<file path="src/hw/rtl/grs_pkg.sv">
`timescale 1ns / 1ps
// grs_pkg: shared types and constants for the group reverse stream core
// no dependencies

package grs_pkg;

  // one-hot sequencer states
  typedef enum logic [1:0] {
    ST_IDLE  = 2'b01,
    ST_DRAIN = 2'b10
  } state_t;

  // register index of the group size register
  localparam logic CFG_IDX_GROUP_SIZE = 1'b0;

  // reset value of the group size register
  localparam logic [3:0] GROUP_SIZE_RST = 4'd2;

endpackage

</file>
<file path="src/hw/rtl/group_reverse_stream_core.sv">
`timescale 1ns / 1ps
// group_reverse_stream_core: gathers values in a group memory and replays each group
// reversed, or a trailing partial group in order; depends on grs_pkg
// The first result of a group shows on out_valid after the sequencer enters drain, the
// registered memory read and the output register.
// Throughput: a request that completes no group is taken while the sequencer is idle; a
// request that completes a group or ends a list holds off the input while the group
// memory is read back one entry a cycle, one result a cycle when out_stall stays low.
// Reset: synchronous active-low rst_n clears the fill count, sequencer and valid bits
// and sets group_size to 2; the group memory needs no clearing pass.

module group_reverse_stream_core
  import grs_pkg::*;
#(
  parameter int MAX_GROUP = 8
) (
  input  logic               clk,
  input  logic               rst_n,
  // input channel
  input  logic               in_valid,
  output logic               in_stall,
  input  logic signed [31:0] in_value,
  input  logic               in_list_last,
  // result channel
  output logic               out_valid,
  input  logic               out_stall,
  output logic signed [31:0] out_value,
  output logic               out_run_last,
  output logic               out_list_end,
  // configuration port
  input  logic               cfg_psel,
  input  logic               cfg_penable,
  input  logic               cfg_pwrite,
  input  logic [2:0]         cfg_paddr,
  input  logic [31:0]        cfg_pwdata,
  output logic [31:0]        cfg_prdata,
  output logic               cfg_pready
);

  localparam int AW   = (MAX_GROUP > 1) ? $clog2(MAX_GROUP) : 1;
  localparam int CW   = $clog2(MAX_GROUP + 1);
  localparam int GW   = (CW > 4) ? CW : 4;
  localparam logic [CW-1:0] MAX_CNT = CW'(MAX_GROUP);

  // group memory
  logic signed [31:0] mem [MAX_GROUP];

  state_t             state_r, state_nxt;
  logic [3:0]         group_size_r;
  logic [CW-1:0]      fill_r, fill_nxt;
  logic [CW-1:0]      num_r, num_nxt;
  logic [CW-1:0]      cnt_r, cnt_nxt;
  logic               rev_r, rev_nxt;
  logic               lst_r, lst_nxt;
  logic               rd_vld_r;
  logic signed [31:0] rd_data_r;
  logic               rd_run_last_r;
  logic               rd_list_end_r;
  logic               out_valid_r;
  logic signed [31:0] out_value_r;
  logic               out_run_last_r;
  logic               out_list_end_r;

  logic               in_acc;
  logic               cfg_wr;
  logic [CW-1:0]      fill_cnt;
  logic               flush;
  logic               move;
  logic               issue;
  logic               is_final;
  logic [CW-1:0]      rd_idx;

  // configuration register
  assign cfg_pready = 1'b1;
  assign cfg_wr     = cfg_psel && cfg_penable && cfg_pwrite &&
                      (cfg_paddr[2] == CFG_IDX_GROUP_SIZE);
  assign cfg_prdata = (cfg_paddr[2] == CFG_IDX_GROUP_SIZE) ? {28'd0, group_size_r} : 32'd0;

  always_ff @(posedge clk) begin
    if (!rst_n) begin
      group_size_r <= GROUP_SIZE_RST;
    end else if (cfg_wr) begin
      group_size_r <= cfg_pwdata[3:0];
    end
  end

  // request acceptance and group completion
  assign in_stall = (state_r != ST_IDLE);
  assign in_acc   = in_valid && !in_stall;
  assign fill_cnt = fill_r + CW'(1);
  // a size of zero still flushes every value since the count is at least one
  assign flush    = (GW'(fill_cnt) >= GW'(group_size_r)) || (fill_cnt == MAX_CNT);

  // read-back pipeline control
  assign move     = rd_vld_r && (!out_valid_r || !out_stall);
  assign issue    = (state_r == ST_DRAIN) && (!rd_vld_r || move);
  assign is_final = (cnt_r == num_r - CW'(1));
  assign rd_idx   = rev_r ? (num_r - CW'(1) - cnt_r) : cnt_r;

  // sequencer next state
  always_comb begin
    state_nxt = state_r;
    fill_nxt  = fill_r;
    num_nxt   = num_r;
    cnt_nxt   = cnt_r;
    rev_nxt   = rev_r;
    lst_nxt   = lst_r;
    unique case (state_r)
      ST_IDLE: begin
        if (in_acc) begin
          if (flush || in_list_last) begin
            fill_nxt  = '0;
            num_nxt   = fill_cnt;
            cnt_nxt   = '0;
            rev_nxt   = flush;
            lst_nxt   = in_list_last;
            state_nxt = ST_DRAIN;
          end else begin
            fill_nxt = fill_cnt;
          end
        end
      end
      ST_DRAIN: begin
        if (issue) begin
          cnt_nxt = cnt_r + CW'(1);
          if (is_final) begin
            state_nxt = ST_IDLE;
          end
        end
      end
      default: state_nxt = ST_IDLE;
    endcase
  end

  always_ff @(posedge clk) begin
    if (!rst_n) begin
      state_r <= ST_IDLE;
      fill_r  <= '0;
    end else begin
      state_r <= state_nxt;
      fill_r  <= fill_nxt;
    end
  end

  always_ff @(posedge clk) begin
    num_r <= num_nxt;
    cnt_r <= cnt_nxt;
    rev_r <= rev_nxt;
    lst_r <= lst_nxt;
  end

  // memory write on request, registered read during drain
  always_ff @(posedge clk) begin
    if (in_acc) begin
      mem[fill_r[AW-1:0]] <= in_value;
    end
    if (issue) begin
      rd_data_r <= mem[rd_idx[AW-1:0]];
    end
  end

  // read stage flags
  always_ff @(posedge clk) begin
    if (issue) begin
      rd_run_last_r <= is_final;
      rd_list_end_r <= is_final && lst_r;
    end
  end

  always_ff @(posedge clk) begin
    if (!rst_n) begin
      rd_vld_r <= 1'b0;
    end else if (issue) begin
      rd_vld_r <= 1'b1;
    end else if (move) begin
      rd_vld_r <= 1'b0;
    end
  end

  // output register
  always_ff @(posedge clk) begin
    if (!rst_n) begin
      out_valid_r <= 1'b0;
    end else if (move) begin
      out_valid_r <= 1'b1;
    end else if (!out_stall) begin
      out_valid_r <= 1'b0;
    end
  end

  always_ff @(posedge clk) begin
    if (move) begin
      out_value_r    <= rd_data_r;
      out_run_last_r <= rd_run_last_r;
      out_list_end_r <= rd_list_end_r;
    end
  end

  assign out_valid    = out_valid_r;
  assign out_value    = out_value_r;
  assign out_run_last = out_run_last_r;
  assign out_list_end = out_list_end_r;

endmodule

</file>
<file path="config.mk">
export PLATFORM = sky130hd
export DESIGN_NAME = group_reverse_stream_core
export DESIGN_NICKNAME = d
export VERILOG_FILES = /design/src/hw/rtl/grs_pkg.sv /design/src/hw/rtl/group_reverse_stream_core.sv
export SDC_FILE = /design/constraint.sdc
export NUM_CORES = 1
export LEC_CHECK = 0
export ABC_AREA = 1
export BUFFER_PORTS_ARGS = -buffer_cell sky130_fd_sc_hd__buf_2
export CORE_UTILIZATION = 40
export CTS_CLUSTER_DIAMETER = 30
export DETAILED_ROUTE_END_ITERATION = 7
export PLACE_DENSITY = 0.58
export SETUP_SLACK_MARGIN = 0.02
export SYNTH_ARGS = -nofsm -noshare
export SYNTH_HDL_FRONTEND = slang
export SYNTH_SLANG_ARGS = --single-unit
</file>
<file path="constraint.sdc">
create_clock -name clk -period 7.25 [get_ports clk]
set_input_delay 1.0875 -clock clk [delete_from_list [all_inputs] [get_ports clk]]
set_output_delay 1.0875 -clock clk [all_outputs]
set_load 0.01 [all_outputs]
</file>
# --- Yosys cells after proc, flatten, opt, wreduce, memory -nomap -nowiden ---
# Memories as Yosys holds them, arrays and structs flattened. A register that Yosys moved wholly into a read port is not among the register bits.
# Cells that the tools add are included.
word_totals:
  reg_bits: 58
  latch_bits: 0
  ramBits: 256
  romBits: 0
  out_inout_bits: 69
  wordCells: 70
  n_memories: 1
op_classes:
  addsub: 4
  n_mul: 0
  div_mod_pow: 0
  magnitude_cmp: 1
  n_eq_ne: 10
  shifts: 0
  mux: 18
  bitwise_logic: 1
  n_reduce_logical: 21
memory_table:
  columns: ["memory", "words", "word_bits", "rd", "rd_clocked_by_memory_dff", "wr", "line_no", "rtl"]
  rows:
  - ["mem", 8, 32, 1, 1, 1, "group_reverse_stream_core.sv:46", "logic signed [31:0] mem [MAX_GROUP];"]
op_table:
  columns: ["operator", "n"]
  rows:
  - ["2-to-1 mux 4 bit", 5]
  - ["adder 4 x 1 -> 4 bit, second input constant", 2]
  - ["2-to-1 mux 2 bit", 4]
  - ["!= test 2 bit, second input constant", 4]
  - ["one-hot mux 4 bit (2 select lines)", 1]
  - ["AND reduction 4 bit", 2]
  - ["logical AND 1 bit", 7]
  - ["2-to-1 mux 1 bit", 6]
  - ["equality test 4 bit", 1]
  - ["equality test 4 bit, second input constant", 1]
  - [">= comparator 4 bit", 1]
  - ["logical NOT 1 bit", 4]
  - ["logical OR 1 bit", 4]
  - ["!= test 2 x 1 -> 1 bit, second input constant", 2]
  - ["one-hot mux 2 bit (2 select lines)", 1]
  - ["nonzero test 2 bit", 2]
  - ["subtractor 4 x 1 -> 4 bit, second input constant", 1]
  - ["2-to-1 mux 3 bit", 1]
  - ["AND reduction 3 bit", 1]
  - ["subtractor 3 bit", 1]
  - ["equality test 2 x 1 -> 1 bit, second input constant", 1]
  - ["equality test 2 bit, second input constant", 1]
  - ["AND reduction 2 bit", 1]
  - ["inverter 1 bit", 1]

# --- Longest topological paths before layout ---
# Gate-level depths: netlist of the first run.
logic_depth:
  depth_word: 7
  ltp_mapped: 14
  depth_no_buf: 13

# --- Worst setup path before layout of the first run ---
# OpenSTA, ideal clock, no wires.
synth_timing:
  path_type: "input-to-reg"
  startpoint: "input in_valid"
  endpoint: "memory mem[6][0] (enable)"
  setup_time_ns: 0.461
  t_arrival_ns: 3.597
  required_time_ns: 6.789
  path_slack_ns: 3.192
  path_stages: 4
  path_buffers: 0
  cell_sequence: "inv_1 -> nor2_1 -> nand2_1 -> nor3_1"
synth_via:
  elab_chain_cells: 3
synth_rtl:
  columns: ["item", "line_no", "rtl"]
  rows:
  - ["start, declared", "group_reverse_stream_core.sv:20", "input logic in_valid,"]
  - ["logical AND 1 bit", "group_reverse_stream_core.sv:89", "assign in_acc = in_valid && !in_stall;"]
  - ["2-to-1 mux 1 bit", "group_reverse_stream_core.sv:154", "if (in_acc) begin"]
  - ["2-to-1 mux 1 bit (implied by the code)", "group_reverse_stream_core.sv:155", "mem[fill_r[AW-1:0]] <= in_value;"]
  - ["end, declared", "group_reverse_stream_core.sv:46", null]
# No other way between the ends.

# --- Worst setup path after layout of the first run ---
layout_timing:
  startpoint: "register num_r[0]"
  endpoint: "register rd_data_r[5], read port of mem (data pin)"
layout_via:
  elab_chain_cells: 3
layout_rtl:
  columns: ["item", "line_no", "rtl"]
  rows:
  - ["start, declared", "group_reverse_stream_core.sv:51", "logic [CW-1:0] num_r, num_nxt;"]
  - ["start signal, assigned", "group_reverse_stream_core.sv:146", "num_r <= num_nxt;"]
  - ["subtractor 4 x 1 -> 4 bit", "group_reverse_stream_core.sv:98", "assign rd_idx = rev_r ? (num_r - CW'(1) - cnt_r) : cnt_r;"]
  - ["subtractor 3 bit", "group_reverse_stream_core.sv:98", null]
  - ["2-to-1 mux 3 bit", "group_reverse_stream_core.sv:98", null]
  - ["end, declared", "group_reverse_stream_core.sv:56", "logic signed [31:0] rd_data_r;"]
# No other way between the ends.
# A chain may end at the register's enable or synchronous reset.

==> results of run 1 <==
layout by cell type (no fill, tap or decap), drive strengths merged:
master,instances
a21boi,1
nor3,1
xnor2,1
and2,1
bufinv,6
diode,2
clkinv,30
a22oi,1
fa,1
ha,9
o31ai,64
clkbuf,91
nand3,12
nand2,142
conb,29
edfxtp,334
inv,45
o21a,64
nor2,155
a21oi,12
buf,100
o21ai,69
nand4,2
and3,1
clkinvlp,3
o211ai,1
dfxtp,12
worst max-delay path, stage by stage (launching register included):
cell and delay, ns:
edfxtp_1 0.38, inv_1 0.07, ha_1 0.33, fa_1 0.49, nand2_1 0.08, o21ai_4 0.07
buf_4 0.55, buf_4 0.75, o21a_1 0.21, o21ai_1 0.06, o31ai_1 0.10, nand2_1 0.09
nand2_1 0.13
registers in the layout, summed over array words and instances (netlist names):
signal / cells
mem: 256
out_value: 32
rd_data_r: 32
cnt_r: 4
fill_r: 4
group_size_r: 4
num_r: 4
state_r: 2
lst_r: 1
out_list_end: 1
out_run_last: 1
out_valid: 1
rd_list_end_r: 1
rd_run_last_r: 1
rd_vld_r: 1
rev_r: 1
routing by layer:
metal  wire [µm]  track usage, %  up-vias
met4         478            5.49        4
met1       12000            20.1     3764
li1            -               -     3848
met3        1560            3.98       48
met2       13000            26.2      207
met5          28               0        -
power by group:
| group | internal (mW) | total [mW] | leakage, nW | switching, mW |
|---|---|---|---|---|
| registers | 2.33 | 2.36 | 3.12 | 0.0278 |
| clock network | 2.11 | 3.07 | 1.13 | 0.958 |
| logic | 0.312 | 0.944 | 1.87 | 0.632 |
final cells by class:
class / instances / share of cell area (%)
antenna: 2 / 0.0298
clock buffer: 91 / 11.7
clock inverter: 38 / 2.06
inverter: 46 / 1.04
multi-input combinational: 566 / 17.5
sequential: 346 / 61.1
tap: 448 / 3.34
timing repair buffer: 100 / 3.22
through the flow:
step,instances,hold slack [ns],total power [mW],worst slack [ns]
floorplan,1035,0.400,3.14,3.19
global placement,1506,0.402,3.33,3.79
detailed placement,1506,0.405,3.35,3.75
CTS,1635,0.415,6.44,3.70
global route,1636,0.419,6.67,3.50
finish,1637,0.413,6.37,3.74
cells in the mapped netlist (2+ instances only):
cell type / number / area [µm²]
inv_1: 45 / 169
nor2_1: 155 / 582
a21oi_1: 12 / 60.1
nand4_1: 2 / 12.5
buf_2: 24 / 120
nand2_1: 141 / 529
nand3_1: 12 / 60.1
o21ai_1: 61 / 305
o21ai_0: 8 / 40.0
dfxtp_1: 12 / 240
buf_6: 8 / 90.1
conb_1: 2 / 7.51
ha_1: 9 / 113
edfxtp_1: 334 / 10000
o21a_1: 64 / 480
buf_4: 39 / 293
clkbuf_1: 5 / 18.8
o31ai_1: 64 / 480
cells by family (layout without fill, tap and decap cells):
logic type / count (synthesis) / after routing / synth area share [%]
AND/OR/NAND/NOR: 314 / 314 / 8.80
other: 2 / 31 / 0.0548
adder cells (fa/ha/maj): 10 / 10 / 0.967
flip-flops: 346 / 346 / 74.9
buffers and inverters: 123 / 275 / 5.09
XOR/XNOR: 1 / 1 / 0.0639
AO/OA/AOI/OAI: 212 / 212 / 10.1
path summary, 6_finish.rpt:
check | from | end | slack, ns
worst min register to register | rd_list_end_r | out_list_end | 0.41
worst max register to register | num_r[0] | rd_data_r[5] | 3.74
worst min-delay path | rd_list_end_r | out_list_end | 0.41
worst max-delay path | num_r[0] | rd_data_r[5] | 3.74
==> run_results.csv, run 1 <==
group,metric,value,unit
clock_tree,hold_buffers,0,
pwr,powerDensity,379,mW/mm²
worst_setup_path,critPathMaxFanout,70,
worst_setup_path,crit_arrival,3.89,ns
placement,numPortBuffers,84,
final_layout,post-route-util,50.0,%
worst_setup_path,critPathLaunchType,"flip-flop",
floorplanning,start_util,40.8,%
yosys,ys_ff_latch,346,
timing,max_slew_margin,26.6,%
routing,drt_iter0_drc,498,
yosys,synth_cell_type_count,29,
floorplanning,die_w,187,µm
timing,skew,0.0159,ns
yosys,ys.flop_type,"edfxtp_1",
timing,tns,0,ns
placement,placed_area,0.0145,mm²
global_routing,antenna_found_initial,4,
clock_tree,htreeDepth,3,
floorplanning,die_h,187,µm
yosys,synth.avg_cell_area,13.6,µm²
final_layout,final_area,0.0168,mm²
routing,drt-pass1-iter-count,4,
yosys,yosysSeqAreaShare,74.9,%
status,status,"finished clean",
clock_tree,clk_pin_slew,0.04,ns
final_layout,area_growth,22.5,%
yosys,ys_warn_count,0,
routing,drcViolationCount,0,
global_routing,grt_pass1_vias,8115,
final_layout,drive_gt1_share,17.8,%
routing,antenna_left,0,
yosys,synth.cell_area,0.0137,mm²
clock_tree,cts_buffers,73,
yosys,synth_edf_count,334,
timing,fmax,0.285,GHz
timing,period_share,48.4,%
floorplanning,row_count,67,
routing,routed_wl,27000,µm
worst_setup_path,r2r_cells,12,
final_layout,multi_input_area,0.00293,mm²
pwr,ir_worst_vdd,0.000199,V
routing,viasPerCell,4.81,
timing,rsz0062_at_grt,"no",
worst_hold_path,hold_class,"reg -> reg",
clock_tree,root_buffer,"clkbuf_16",
worst_setup_path,path_class,"reg -> reg",
clock_tree,cts_resized,0,
placement,routabilityCongestion,0.723,
flow_run,maxCapViolCount,0,
timing,layout_min_cycle_time,3.51,ns
floorplanning,die-area,0.0350,mm²
worst_setup_path,endpoint_kind,"flip-flop",
final_layout,nFillCells,2878,
global_routing,grt_pass1_wl,43000,µm
global_routing,overflow,0,
clock_tree,cts_sinks,346,
placement,hpwlAfterDp,13100,µm
timing,hold_viol_final,0,
worst_setup_path,cp.required,7.63,ns
clock_tree,clk_latency,0.54,ns
yosys,postSynthCellCount,1008,
floorplanning,core_area,0.0336,mm²
floorplanning,ioPinCount,144,
routing,wl_per_cell,16.5,µm
routing,vias,7871,
final_layout,seqCellArea,0.0103,mm²
yosys,ys_async_sr_fraction,0,%
timing,tightest_slew,1.10,ns
final_layout,layout.nets,1218,
worst_hold_path,min_path_cells,0,
clock_tree,clk_path_buf_depth,3,
clock_tree,postCtsSetupRepairBufs,0,
timing,setup_viol,0,
clock_tree,cts_tree,"yes",
global_routing,grt_max_degree,92,
global_routing,track_usage,15.8,%
pwr,p_leak,6.12,nW
timing,maxSlewViolCount,0,
Note: power is estimated with default switching activity, not from simulation.
==> inputs of run 2 (changes only) <==
--- a/config.mk
+++ b/config.mk
@@ -5,7 +5,7 @@
 export SDC_FILE = /design/constraint.sdc
 export NUM_CORES = 1
 export LEC_CHECK = 0
-export ABC_AREA = 1
+export ABC_AREA = 0
 export BUFFER_PORTS_ARGS = -buffer_cell sky130_fd_sc_hd__buf_2
 export CORE_UTILIZATION = 40
 export CTS_CLUSTER_DIAMETER = 30
==> constraint.sdc (replaced) <==
create_clock -name clk -period 3.6 [get_ports clk]
set_input_delay 0.54 -clock clk [delete_from_list [all_inputs] [get_ports clk]]
set_output_delay 0.54 -clock clk [all_outputs]
set_load 0.01 [all_outputs]
==> run 2 against run 1 <==
Effect of this change: clock skew is 0.0011 ns higher; clock power increased by 100%; total power increased by 81%; sequential power up 93%; largest power group unchanged; combinational power decreased by 10%; critical endpoint is now cnt_r[3]; fmax up 20%; first-iteration DRC count decreased by 32%; final cell count is 15% lower.
==> run_results.csv, run 2 <==
group,metric,value,unit
timing,max_slew_margin,30.8,%
status,status,"finished clean",
worst_setup_path,path_class,"reg -> reg",
timing,setup_viol,0,
global_routing,grt_max_degree,57,
worst_setup_path,path_cells,"ha_1 -> xor2_1 -> ha_1 -> o21ai_0 -> o21a_1 -> a21oi_1 -> or2_2",
placement,hpwlAfterDp,14000,µm
routing,wl_met3,1160,µm
floorplanning,die_w,188,µm
final_layout,layout_common_cells,"edfxtp_1, mux2i_1, buf_2",
floorplanning,ioPinCount,144,
timing,layout_min_cycle_time,2.91,ns
worst_setup_path,crit_top_cell,"ha_1",
clock_tree,cts_sinks,346,
floorplanning,die_h,188,µm
global_routing,grt_pass1_vias,6692,
final_layout,largest_reg_flops,256,
global_routing,track_usage,14.6,%
floorplanning,start_util,40.9,%
yosys,synth_cell_type_count,38,
clock_tree,clk_pin_slew,0.04,ns
floorplanning,row_count,67,
worst_setup_path,critical-path-max-stage-delay,0.63,ns
timing,tns,0,ns
yosys,yosysSeqAreaShare,74.4,%
yosys,ys.flop_type,"edfxtp_1",
final_layout,drive_gt1_share,27.5,%
placement,routabilityCongestion,0.703,
worst_setup_path,critPathMaxFanout,12,
clock_tree,root_buffer,"clkbuf_16",
yosys,synthTopCellsByArea,"edfxtp_1, mux2i_1, mux2_4, buf_4, dfxtp_1",
routing,vias,6552,
yosys,yosysTopAreaCell,"edfxtp_1",
pwr,totalPowerFinal,11.5,mW
worst_setup_path,critPathLaunchType,"flip-flop",
routing,drt_iter0_drc,338,
timing,hold_viol_final,0,
timing,tightest_slew,1.03,ns
timing,rsz0062_at_grt,"no",
clock_tree,cts_tree,"yes",
clock_tree,hold_buffers,0,
yosys,postSynthCellCount,740,
timing,maxSlewViolCount,0,
timing,period_share,80.8,%
yosys,ys_ff_latch,346,
global_routing,overflow,0,
global_routing,antenna_found_initial,2,
yosys,synth.cell_area,0.0138,mm²
clock_tree,clk_path_buf_depth,3,
flow_run,maxCapViolCount,0,
final_layout,layout.nets,974,
routing,antenna_left,0,
clock_tree,postCtsSetupRepairBufs,0,
timing,whs,0.201,ns
yosys,synth_edf_count,334,
placement,numPortBuffers,84,
routing,drt-pass1-iter-count,5,
floorplanning,core_area,0.0337,mm²
clock_tree,cts_buffers,69,
worst_setup_path,crit_arrival,3.16,ns
placement,placed_cells,1266,
clock_tree,cts_resized,0,
final_layout,stdcell_count,1394,
routing,drcViolationCount,0,
routing,wl_per_cell,18.2,µm
final_layout,final_common_cell,"edfxtp_1",
worst_setup_path,cp.required,3.85,ns
yosys,yosysTopAreaCellShare,72.7,%
routing,viasPerCell,4.70,
floorplanning,die-area,0.0352,mm²
global_routing,grt_pass1_wl,38700,µm
yosys,synth_commonest_cells,"edfxtp_1, mux2i_1, buf_4",
routing,met1Wirelength,11300,µm
yosys,synth.avg_cell_area,18.6,µm²
final_layout,area_growth,24.1,%
worst_setup_path,crit_slowest_cell,"dfxtp_1",
yosys,yosysMostFrequentCell,"edfxtp_1",
routing,routed_wl,25400,µm
clock_tree,clk_latency,0.55,ns
timing,fmax,0.344,GHz
routing,routed.top_layer,"met4",
pwr,ir_worst_vdd,0.000299,V
routing,wl_met2,12400,µm
worst_hold_path,hold_class,"in -> reg",
yosys,ys_async_sr_fraction,0,%
timing,skew,0.0170,ns
clock_tree,htreeDepth,3,
worst_setup_path,endpoint_kind,"flip-flop",
pwr,p_leak,6.55,nW
yosys,ys_warn_count,0,
pwr,powerDensity,673,mW/mm²
[run 2: cell types whose count changed after synthesis, moves of 8 or more]
cell / before / now
buf_2: 24 / 12
o21a_1: 64 / 2
mux2i_1: 0 / 195
nand3_1: 12 / 4
nor2_1: 155 / 15
inv_1: 45 / 11
o21ai_1: 61 / 2
o31ai_1: 64 / 2
mux2_4: 0 / 30
nand2_1: 141 / 13
[run 2: cells by family after synthesis]
family	after synthesis	synth area share, %
AOI/OAI and AO/OA	19	0.843
xor gates and xnor gates	10	0.744
adders and majority gates	10	0.961
buffers and inverters	68	3.24
DFF	346	74.4
muxes	228	17.7
other	2	0.0544
and+or+nand+nor	57	2.06
[run 2: critical path: cells and delay by family, from the launching register on]
kind / cells / cell delay, ns
simple gates: 1 / 0.29
fa+ha+maj: 2 / 0.51
compound gates: 3 / 0.94
flops: 1 / 0.63
xor+xnor: 1 / 0.25
[run 2: path summary, 6_finish.rpt]
path	from	to	slack, ns	cells after the start
worst max-delay path	fill_r[0]	cnt_r[3]	0.69	7
worst min-delay path	in_list_last	lst_r	0.20	1
worst min register to register	rd_data_r[21]	out_value[21]	0.41	0
worst max register to register	fill_r[0]	cnt_r[3]	0.69	7
[run 2: layer usage]
metal,GRT usage [%],up-vias
met5,0,-
met4,5.50,0
met3,3.99,47
met2,24.5,152
met1,18.1,3232
li1,-,3121
[run 2: final cells by class]
| class | instances | area, µm² |
|---|---|---|
| fillers | 2776 | 16600 |
| flip-flops and latches | 346 | 10300 |
| multi-input cells | 353 | 3280 |
| clock buffers | 83 | 1800 |
| repair buffers | 108 | 676 |
| well taps | 448 | 561 |
| clock inverters | 42 | 493 |
| inverters | 11 | 41.3 |
| diodes | 3 | 7.51 |
[run 2: report_power, final]
group	internal, mW	switching [mW]
clock network	4.14	1.99
registers	4.52	0.0256
logic	0.415	0.434
total	9.08	2.45
[run 2: through the flow]
step / utilization [%] / setup WS (ns) / instance area (µm²)
after global placement: 44.0 / 0.698 / 14800
after floorplan: - / 0.0391 / 13900
final: 50.8 / 0.690 / 17100
after detailed placement: 44.0 / 0.654 / 14800
after CTS: 50.8 / 0.639 / 17100
after global routing: 50.8 / 0.454 / 17100
